<file path="src/rtl/core/assert_macros.svh">
// Assertion macros shared by the cluster table RTL.
// Needs nothing else; included by files that carry concurrent checks.
`ifndef ASSERT_MACROS_SVH
`define ASSERT_MACROS_SVH

// Same-cycle implication, disabled while reset is asserted.
`define FCT_ASSERT_IMPL(label, clk, rst_n, ante, cons) \
    label: assert property (@(posedge clk) disable iff (!(rst_n)) (ante) |-> (cons)) \
        else $error("same-cycle check failed");

// Next-cycle implication, disabled while reset is asserted.
`define FCT_ASSERT_NEXT(label, clk, rst_n, ante, cons) \
    label: assert property (@(posedge clk) disable iff (!(rst_n)) (ante) |=> (cons)) \
        else $error("next-cycle check failed");

`endif

</file>
<file path="src/rtl/core/fct_pkg.sv">
// Shared types, codes and constants for the FAT12 cluster table engine.
// No dependencies.
package fct_pkg;

    localparam int FCT_MAX_ENTRIES = 4096;

    localparam int OPC_W = 3;
    localparam int IDX_W = 13;
    localparam int VAL_W = 12;
    localparam int CNT_W = 13;
    localparam int ST_W  = 2;

    localparam logic [OPC_W-1:0] OP_LOAD  = 3'd0;
    localparam logic [OPC_W-1:0] OP_READ  = 3'd1;
    localparam logic [OPC_W-1:0] OP_WRITE = 3'd2;
    localparam logic [OPC_W-1:0] OP_COUNT = 3'd3;
    localparam logic [OPC_W-1:0] OP_FIND  = 3'd4;

    localparam logic [ST_W-1:0] ST_OK         = 2'd0;
    localparam logic [ST_W-1:0] ST_NOT_LOADED = 2'd1;
    localparam logic [ST_W-1:0] ST_NO_FREE    = 2'd2;
    localparam logic [ST_W-1:0] ST_RANGE      = 2'd3;

    typedef struct packed {
        logic [OPC_W-1:0] opcode;
        logic [IDX_W-1:0] index;
        logic [VAL_W-1:0] value;
    } t_fct_in;

    typedef struct packed {
        logic [VAL_W-1:0] entry_value;
        logic [CNT_W-1:0] free_count;
        logic [ST_W-1:0]  status;
    } t_fct_out;

    // Controller to datapath
    typedef struct packed {
        logic            latch;
        logic            ptr_idx;
        logic            ptr_two;
        logic            ptr_inc;
        logic            rd_hi;
        logic            cap_lo;
        logic            cap_hi;
        logic            wr_load;
        logic            wr_lo;
        logic            wr_hi;
        logic            res_entry;
        logic            res_ptr;
        logic            res_inc;
        logic            st_set;
        logic [ST_W-1:0] st_code;
        logic            out_load;
    } t_fct_cmd;

    // Datapath to controller
    typedef struct packed {
        logic [OPC_W-1:0] opcode;
        logic             load_ok;
        logic             not_loaded;
        logic             idx_ok;
        logic             ptr_end;
        logic             entry_zero;
    } t_fct_sts;

endpackage

</file>
<file path="src/rtl/core/fct_ctrl.sv">
// Controller: operation sequencer and output handshake for the cluster table engine.
// Depends on fct_pkg and assert_macros.svh; drives fct_datapath through t_fct_cmd.
`include "assert_macros.svh"

module fct_ctrl (
    input  logic               i_clk,
    input  logic               i_rst_n,
    input  logic               i_in_valid,
    output logic               o_in_stall,
    output logic               o_out_valid,
    input  logic               i_out_stall,
    input  fct_pkg::t_fct_sts  i_sts,
    output fct_pkg::t_fct_cmd  o_cmd
);
    import fct_pkg::*;

    typedef enum logic [9:0] {
        S_IDLE = 10'b00_0000_0001,
        S_DEC  = 10'b00_0000_0010,
        S_TEST = 10'b00_0000_0100,
        S_LO   = 10'b00_0000_1000,
        S_HI   = 10'b00_0001_0000,
        S_CAP  = 10'b00_0010_0000,
        S_EVAL = 10'b00_0100_0000,
        S_WLO  = 10'b00_1000_0000,
        S_WHI  = 10'b01_0000_0000,
        S_DONE = 10'b10_0000_0000
    } t_state;

    t_state   r_state, n_state;
    logic     r_out_valid, n_out_valid;
    t_fct_cmd cmd;
    logic     in_xfer;

    assign o_in_stall = (r_state != S_IDLE);
    assign in_xfer    = i_in_valid && !o_in_stall;

    always_comb begin
        n_state     = r_state;
        n_out_valid = r_out_valid && i_out_stall;
        cmd         = '0;
        cmd.st_code = ST_OK;
        unique case (r_state)
            S_IDLE: begin
                if (in_xfer) begin
                    cmd.latch = 1'b1;
                    n_state   = S_DEC;
                end
            end
            S_DEC: begin
                n_state = S_DONE;
                unique case (i_sts.opcode) inside
                    OP_LOAD: begin
                        if (i_sts.load_ok) begin
                            cmd.wr_load = 1'b1;
                        end else begin
                            cmd.st_set  = 1'b1;
                            cmd.st_code = ST_RANGE;
                        end
                    end
                    OP_READ, OP_WRITE: begin
                        if (i_sts.not_loaded) begin
                            cmd.st_set  = 1'b1;
                            cmd.st_code = ST_NOT_LOADED;
                        end else if (!i_sts.idx_ok) begin
                            cmd.st_set  = 1'b1;
                            cmd.st_code = ST_RANGE;
                        end else begin
                            cmd.ptr_idx = 1'b1;
                            n_state     = S_LO;
                        end
                    end
                    OP_COUNT, OP_FIND: begin
                        if (i_sts.not_loaded) begin
                            cmd.st_set  = 1'b1;
                            cmd.st_code = ST_NOT_LOADED;
                        end else begin
                            cmd.ptr_two = 1'b1;
                            n_state     = S_TEST;
                        end
                    end
                    default: n_state = S_DONE;
                endcase
            end
            S_TEST: begin
                if (i_sts.ptr_end) begin
                    if (i_sts.opcode == OP_FIND) begin
                        cmd.st_set  = 1'b1;
                        cmd.st_code = ST_NO_FREE;
                    end
                    n_state = S_DONE;
                end else begin
                    n_state = S_LO;
                end
            end
            S_LO: n_state = S_HI;
            S_HI: begin
                cmd.rd_hi  = 1'b1;
                cmd.cap_lo = 1'b1;
                n_state    = S_CAP;
            end
            S_CAP: begin
                cmd.cap_hi = 1'b1;
                n_state    = S_EVAL;
            end
            S_EVAL: begin
                n_state = S_DONE;
                unique case (i_sts.opcode) inside
                    OP_READ:  cmd.res_entry = 1'b1;
                    OP_WRITE: n_state = S_WLO;
                    OP_COUNT: begin
                        cmd.res_inc = i_sts.entry_zero;
                        cmd.ptr_inc = 1'b1;
                        n_state     = S_TEST;
                    end
                    OP_FIND: begin
                        if (i_sts.entry_zero) begin
                            cmd.res_ptr = 1'b1;
                        end else begin
                            cmd.ptr_inc = 1'b1;
                            n_state     = S_TEST;
                        end
                    end
                    default: n_state = S_DONE;
                endcase
            end
            S_WLO: begin
                cmd.wr_lo = 1'b1;
                n_state   = S_WHI;
            end
            S_WHI: begin
                cmd.wr_hi = 1'b1;
                n_state   = S_DONE;
            end
            S_DONE: begin
                // result slot is free once the previous one transfers
                if (!r_out_valid || !i_out_stall) begin
                    cmd.out_load = 1'b1;
                    n_out_valid  = 1'b1;
                    n_state      = S_IDLE;
                end
            end
            default: n_state = S_IDLE;
        endcase
    end

    always_ff @(posedge i_clk) begin
        if (!i_rst_n) begin
            r_state     <= S_IDLE;
            r_out_valid <= 1'b0;
        end else begin
            r_state     <= n_state;
            r_out_valid <= n_out_valid;
        end
    end

    assign o_cmd       = cmd;
    assign o_out_valid = r_out_valid;

    `FCT_ASSERT_NEXT(a_accept_decodes, i_clk, i_rst_n, in_xfer, r_state == S_DEC)
    `FCT_ASSERT_NEXT(a_result_kept, i_clk, i_rst_n, r_out_valid && i_out_stall, r_out_valid)
    `FCT_ASSERT_IMPL(a_eval_after_cap, i_clk, i_rst_n, r_state == S_EVAL, $past(r_state) == S_CAP)
    `FCT_ASSERT_NEXT(a_write_pair, i_clk, i_rst_n, cmd.wr_lo, r_state == S_WHI)

endmodule

</file>
<file path="config.mk">
export PLATFORM = sky130hd
export DESIGN_NAME = fct_ctrl
export DESIGN_NICKNAME = d
export VERILOG_FILES = /design/src/rtl/core/fct_pkg.sv /design/src/rtl/core/fct_ctrl.sv
export VERILOG_INCLUDE_DIRS = /design/src /design/src/rtl/core
export SDC_FILE = /design/constraint.sdc
export NUM_CORES = 1
export LEC_CHECK = 0
export ABC_AREA = 0
export BUFFER_PORTS_ARGS = -buffer_cell sky130_fd_sc_hd__buf_2
export CAP_MARGIN = 20
export CORE_MARGIN = 5
export CORE_UTILIZATION = 52
export DETAILED_ROUTE_END_ITERATION = 12
export PLACE_DENSITY = 0.89
export SLEW_MARGIN = 20
export SYNTH_ARGS = -nofsm -noshare
export SYNTH_HDL_FRONTEND = slang
export SYNTH_SLANG_ARGS = --single-unit
export TNS_END_PERCENT = 30
</file>
<file path="constraint.sdc">
create_clock -name i_clk -period 4.4 [get_ports i_clk]
set_input_delay 0.44 -clock i_clk [delete_from_list [all_inputs] [get_ports i_clk]]
set_output_delay 0.44 -clock i_clk [all_outputs]
set_load 0.05 [all_outputs]
</file>
# After elaboration in Yosys (flattened, before gate mapping)
# Cells that the tools add are included.
dict set report word_totals {
  latch_bits 0
  memories 0
  elab_cells 74
  mem_bits_rw 0
  romBits 0
  regBits 11
  out_inout_bits 19
}
dict set report op_classes {
  add_sub_neg 0
  reduce_logical 10
  order_cmp 0
  eq_ne 17
  multipliers 0
  shift 0
  bitwise 0
  div_mod_pow 0
  n_mux 45
}
# operator count
set op_table {}
lappend op_table {{$pmux W10 S10} 1}
lappend op_table {{$mux W10} 7}
lappend op_table {{$pmux W10 S3} 1}
lappend op_table {{$mux W1} 23}
lappend op_table {{$mux W3} 7}
lappend op_table {{$pmux W10 S2} 1}
lappend op_table {{$eq A10 B1 Y1 const B} 1}
lappend op_table {{$eq A10 B10 Y1 const B} 1}
lappend op_table {{$eq A10 B2 Y1 const B} 1}
lappend op_table {{$eq A10 B3 Y1 const B} 1}
lappend op_table {{$eq A10 B4 Y1 const B} 1}
lappend op_table {{$eq A10 B5 Y1 const B} 1}
lappend op_table {{$eq A10 B6 Y1 const B} 1}
lappend op_table {{$eq A10 B7 Y1 const B} 1}
lappend op_table {{$eq A10 B8 Y1 const B} 1}
lappend op_table {{$eq A10 B9 Y1 const B} 1}
lappend op_table {{$ne A10 B1 Y1 const B} 1}
lappend op_table {{$pmux W3 S3} 1}
lappend op_table {{$eq A3 B2 Y1 const B} 2}
lappend op_table {{$pmux W3 S2} 1}
lappend op_table {{$mux W2} 2}
lappend op_table {{$ne A2 B2 Y1 const B} 2}
lappend op_table {{$reduce_or A2 Y1} 2}
lappend op_table {{$eq A3 B1 Y1 const B} 1}
lappend op_table {{7 further kinds} 10}

# Longest topological paths before layout
# Gate-level depths: netlist of run 1.
dict set report logic_depth {
  ltp_word 5
  mapped_depth 5
  mapped_depth_nobuf 4
}

# Least setup slack after synthesis of run 1
# No wires, ideal clock.
dict set report synth_path {
  kind {input to output}
  from {input port i_sts[7] in the netlist's numbering}
  to {output port o_cmd[3] in the netlist's numbering}
  arrival_ns 2.270
  setup_slack_ns 1.690
  stages 5
  required_ns 3.960
  cell_sequence {clkbuf_1 nor3b_1 a32o_1 a21oi_1 o21ai_0}
}
# element line
set synth_lines {}
lappend synth_lines {{start, declared} fct_ctrl.sv:12} ;# input fct_pkg::t_fct_sts i_sts,
lappend synth_lines {{end, declared} fct_ctrl.sv:13} ;# output fct_pkg::t_fct_cmd o_cmd

==> results of run 1 <==
cells by family (layout without fill, tap and decap cells):
kind of cell,Yosys count,in the layout,share of synthesized area [%]
AOI/OAI and AO/OA,29,29,22.8
DFF,11,11,25.7
xor gates and xnor gates,2,2,2.05
buffers and inverters,12,41,5.85
adders and majority gates,1,1,1.17
and+or+nand+nor,55,55,41.2
muxes,1,1,1.17
layout make-up:
cell class | instances | share of cell area (%)
Timing Repair Buffer | 30 | 14.6
Multi-Input combinational cell | 88 | 56.9
Inverter | 7 | 2.55
Sequential cell | 11 | 21.4
Clock buffer | 4 | 2.55
Tap cell | 16 | 1.95
worst paths after layout:
kind / endpoint / slack (ps)
min: o_out_valid / 410
max: o_cmd[0] / 1880
max reg2reg: r_state[3] / 2800
min reg2reg: o_out_valid / 490
metrics by stage:
step,hold slack [ps],worst slack (ps)
after global placement,475,2300
after detailed placement,480,2220
after floorplan,486,1690
after global routing,421,1760
after CTS,408,1890
final,412,1880
power groups by stage:
stage	Combinational [uW]	Clock, uW	Sequential [uW]
final	56.2	72.3	103
after global routing	62.1	78.7	103
after CTS	55.9	73.9	103
after detailed placement	55.7	0	106
after global placement	54.3	0	105
after floorplan	40.5	0	105
layer usage:
metal | track usage [%] | routed length, um
met4 | 8.94 | 48
met3 | 2.66 | 187
met5 | 0 | 0
met2 | 31.6 | 1070
met1 | 22.8 | 939
flip-flops by register name, summed over array words and instances (netlist names):
signal and cells:
o_out_valid 1, r_state 10
worst max-delay path: cells and delay by family, from the launching register on:
| kind | cells | cell delay [ps] |
|---|---|---|
| AOI/OAI and AO/OA | 1 | 130 |
| and+or+nand+nor | 3 | 1010 |
| DFF | 1 | 390 |
| buffers and inverters | 1 | 280 |
synthesized netlist by cell type (2+ instances only):
library cell,number,area [sq um]
or3b_1,2,17.5
inv_1,7,26.3
o21bai_1,3,22.5
a21boi_1,2,15.0
nor4_1,3,18.8
nor2b_1,6,37.5
nand2_1,5,18.8
and3_1,3,18.8
nor3_1,3,15.0
dfxtp_1,11,220
and4b_1,2,20.0
nor2_1,12,45.0
and2_1,2,12.5
nand4_1,3,18.8
and4_1,2,17.5
nor3_4,2,32.5
o21ai_0,5,25.0
nand3_1,2,10.0
a21oi_1,7,35.0
clkbuf_1,2,7.51
==> key figures, run 1 <==
Route
  – Routed Wire Length: between 2000 and 2500 um
  – Number of nets with antenna violations after routing: 0
  – Routed len/inst: between 10 and 15 um
  – Via count: ~960
  – DR pass1 iterations: 4
  – Initial DRC Count: 35
  – Avg Vias per Cell: roughly 6.2
  – Residual DRC: 0

Critical path
  – Worst R2R Path Depth: 4
  – CP peak stage delay: 440 ps
  – Setup crit end kind: output pin
  – Worst setup path startpoint: r_state[4]
  – Critical R2R Launch: r_state[4]
  – Critical path arrival: 2080 ps
  – Setup CP Type: reg2out
  – Critical Path Start Type: register
  – Slowest CP cell: or3b_1
  – Cell Chain, Critical Path: nor3_4 -> nand4b_1 -> or3b_1 -> a21oi_1 -> buf_2
  – Crit Path Max Fanout: 8
  – Required @ worst endpoint: between 3000 and 4000 ps

Power
  – Clk pwr share: between 30% and 40%
  – Comb pwr share: about a quarter
  – Switching share of power: 33.0%
  – Peak supply drop: 135 uV
  – Tot Pwr: around 230 uW
  – P_int: ~160 uW
  – P_sw: approximately 76 uW
  – Leak: between 0.0004 and 0.0005 uW
  – Cell Pwr Density: around 230 mW/mm^2
  – Sequential share of power: about 45%

STA
  – Worst-Margin Slew: about 440 ps
  – Final Hold Vio Count: 0
  – Clk_skew: 1.52 ps
  – Post-layout minimum cycle time: 2520 ps
  – Final setup violation count: 0
  – RSZ-0062 raised after global routing: no
  – Setup TNS: 0 ps
  – Slew Viols, Final: 0
  – Fmax: between 0.3 and 0.4 GHz
  – Normalized max-slew margin: 70.6%
  – Period utilization: 57.2%

Worst hold path
  – WHS Path Cells: 3
  – Hold_sp: i_out_stall
  – Worst min path class: in2reg

Yosys
  – Main flop type after synthesis: dfxtp_1
  – Cells after Synth: 111
  – Synth Register Bits: 11
  – Avg Cell Area, Syn: slightly below 8 sq um
  – Asr flop ratio synth: 0%
  – Synth warnings: 0
  – Syn nets: about 120
  – Sequential fraction of the synthesis area: roughly 26%
  – Post-synth EDFFs: 0
  – Cell variety after synth: 47
  – Cell Area, Synth: about 860 sq um

Die
  – Ports: 31
  – Area of the core: approximately 0.0015 sq mm
  – Die Ht: slightly above 50 um
  – Die X: around 51 um
  – Die area: between 0.002 and 0.003 sq mm
  – FP Rows: 14
  – Initial core utilization: a little under three fifths

Clock network
  – Skew-Pair Late Insertion Delay: about 280 ps
  – Post-CTS setup repair buffer count: 0
  – CTS buffer count: 3
  – Post-CTS sizing: 0
  – CTS tree: built
  – Hold buffers post-CTS: 0
  – Num Clock Sinks: 11
  – Clock tree buffer depth: 2
  – Clock transition at the registers of the reported paths: 70 ps
  – Root buffer cell: clkbuf_4
  – H-Tree Depth: 1

Finish
  – Commonest non-fill, non-tap cell in the layout: buf_2
  – Fillers: 141
  – Util after Layout: roughly 67%
  – Finished Layout Cells: ~160
  – Synthesis-to-finish area growth: 20.2%
  – Most frequent cells in the layout: 30 x buf_2, 12 x nor2_1, 11 x dfxtp_1
  – Nets: between 150 and 200
  – Sequential Area: around 220 sq um
  – Diodes inserted: 0
  – Fin area: around 0.0010 sq mm
  – Area of the multi-input gates: ~590 sq um
  – Layout cells sized above 1: between 20% and 30%

Place
  – Area after DPL: about 0.0010 sq mm
  – Final Wtd Congestion: around 0.87
  – Cells after DPL: 152
  – DPL Wire Length: roughly 1800 um
  – IO Port Bufs: 30

Global routing
  – First-pass GRT wire length: roughly 3800 um
  – Largest net degree at the start of global routing: 15
  – Initial antenna violation count: 0
  – GRT Total Usage: 18.7%
  – Vias in the first global route: ~910
  – Gr ovfl total: 0

Job
  – Max_cap viols: 0

Run status
  – Outcome: complete, no violations
Note: power is estimated with default switching activity, not from simulation.
==> inputs of run 2 (changes only) <==
--- a/config.mk
+++ b/config.mk
@@ -10,9 +10,9 @@
 export BUFFER_PORTS_ARGS = -buffer_cell sky130_fd_sc_hd__buf_2
 export CAP_MARGIN = 20
 export CORE_MARGIN = 5
-export CORE_UTILIZATION = 52
+export CORE_UTILIZATION = 48
 export DETAILED_ROUTE_END_ITERATION = 12
-export PLACE_DENSITY = 0.89
+export PLACE_DENSITY = 0.84
 export SLEW_MARGIN = 20
 export SYNTH_ARGS = -nofsm -noshare
 export SYNTH_HDL_FRONTEND = slang
==> constraint.sdc (replaced) <==
create_clock -name i_clk -period 2.6 [get_ports i_clk]
set_input_delay 0.26 -clock i_clk [delete_from_list [all_inputs] [get_ports i_clk]]
set_output_delay 0.26 -clock i_clk [all_outputs]
set_load 0.05 [all_outputs]
==> run 2 against run 1 <==
Effect of this change: worst setup slack lost 1600 ps; critical path type unchanged; largest cell class unchanged; register-to-register slack lost 1800 ps; worst hold slack lost 160 ps; flip-flop and latch count is the same; critical endpoint unchanged; non-clock buffer count is the same; utilization shrank 5.8 points; sequential share of layout area shrank 0.23 points; global-route usage shrank 0.11 points; combinational power grew 71%; via count grew 0.73%; clock-buffer cell count is the same; cell count grew 5.8%.
==> key figures, run 2 (synthesis gave the netlist of run 1 again) <==
STA
  – Setup TNS: 0 ps
  – RSZ-0062 raised after global routing: no
  – Slew Viols, Final: 0
  – Period utilization: 87.8%
  – Hold_ws: 249 ps
  – Normalized max-slew margin: around 74%
  – Post-layout minimum cycle time: between 2000 and 2500 ps
  – Final Hold Vio Count: 0
  – Clk_skew: approximately 7.1 ps
  – Final setup violation count: 0
  – Fmax: approximately 0.44 GHz
  – Worst-Margin Slew: 383 ps

Finish
  – Max reg flops: 10
  – Synthesis-to-finish area growth: 21.5%
  – Util after Layout: a little over 60%
  – Fin area: 0.00104 sq mm
  – Biggest register: r_state
  – Layout cells sized above 1: a little over a quarter
  – Most frequent cells in the layout: 30 x buf_2, 12 x nor2_1, 11 x dfxtp_1
  – Commonest non-fill, non-tap cell in the layout: buf_2
  – Diodes inserted: 0
  – Nets: approximately 150

Clock network
  – Clock tree buffer depth: 2
  – Num Clock Sinks: 11
  – Root buffer cell: clkbuf_4
  – CTS buffer count: 3
  – Clock transition at the registers of the reported paths: about 70 ps
  – Skew-Pair Late Insertion Delay: between 200 and 300 ps
  – Post-CTS sizing: 0
  – Post-CTS setup repair buffer count: 0
  – H-Tree Depth: 1
  – CTS tree: built
  – Hold buffers post-CTS: 0

Global routing
  – Largest net degree at the start of global routing: 15
  – First-pass GRT wire length: 3790 um
  – Vias in the first global route: 918
  – Initial antenna violation count: 0
  – Gr ovfl total: 0
  – GRT Total Usage: 18.6%

Die
  – FP Rows: 15
  – Die area: around 0.0027 sq mm
  – Die X: roughly 52 um
  – Area of the core: between 0.0015 and 0.002 sq mm
  – Die Ht: 52.2 um
  – Initial core utilization: between 50 and 60%
  – Ports: 31

Critical path
  – Critical path arrival: between 2000 and 2500 ps
  – Setup crit end kind: output pin
  – Setup CP Type: reg2out
  – Required @ worst endpoint: approximately 2300 ps
  – Worst R2R Path Depth: 4
  – Crit Path Max Fanout: 8
  – Critical Path Start Type: register

Power
  – Comb pwr share: between 20% and 30%
  – Cell Pwr Density: 373 mW/mm^2
  – Sequential share of power: a little under half
  – Switching share of power: between 30 and 40%
  – Leak: 0.000492 uW
  – P_int: roughly 260 uW
  – P_sw: about 120 uW
  – Clk pwr share: between 30 and 40%
  – Peak supply drop: between 200 and 250 uV

Worst hold path
  – WHS Path Cells: 2
  – Worst min path class: in2reg

Place
  – DPL Wire Length: around 1800 um
  – IO Port Bufs: 30
  – Area after DPL: a little over 0.001 sq mm
  – Final Wtd Congestion: 0.871

Route
  – Residual DRC: 0
  – DR pass1 iterations: 4
  – Number of nets with antenna violations after routing: 0
  – Routed Wire Length: 2230 um
  – Routed len/inst: around 14 um
  – Via count: ~970
  – Avg Vias per Cell: 5.88
  – Initial DRC Count: 17

Run status
  – Outcome: complete, no violations

Job
  – Max_cap viols: 0
run 2: cell counts in the layout (fill, tap and decap cells not counted):
No cell type changed its count.
run 2: power groups by stage:
stage | registers [uW] | clock network, uW | logic, uW
floorplan | 178 | 0 | 68.5
global placement | 178 | 0 | 92.2
detailed placement | 179 | 0 | 94.7
CTS | 175 | 119 | 95.1
global route | 175 | 129 | 104
finish | 175 | 117 | 96.0
run 2: area by class of cell:
cell class,count,area [sq um]
inverter,7,26.3
multi-input combinational,88,586
sequential,11,220
clock buffer,4,26.3
timing repair buffer,30,150
tap,25,31.3
fill,167,668
run 2: routing by layer:
layer | part of all wire [%] | GRT usage [%]
met3 | 6.0 | 3.70
met5 | 0 | 0
met4 | 3.4 | 12.3
met2 | 47 | 31.2
met1 | 43 | 21.1
run 2: worst max-delay path, cell delays in order (launching register included):
cell and delay (ps):
dfxtp_1 390, nor3_4 340, nand4b_1 200, or3b_1 430
a21oi_1 120, buf_2 270
run 2: stage by stage:
step	std cells	power [uW]	setup WS (ps)
after global placement	161	271	675
after global routing	165	409	169
after floorplan	111	247	134
after detailed placement	161	274	630
final	165	387	316
after CTS	165	389	333
run 2: path summary, 6_finish.rpt:
check / from / end / slack (ps)
worst max-delay path: r_state[4] / o_cmd[0] / 320
worst min-delay path: i_in_valid / r_state[0] / 250
worst max register to register: r_state[4] / r_state[2] / 1000
worst min register to register: o_out_valid / o_out_valid / 500
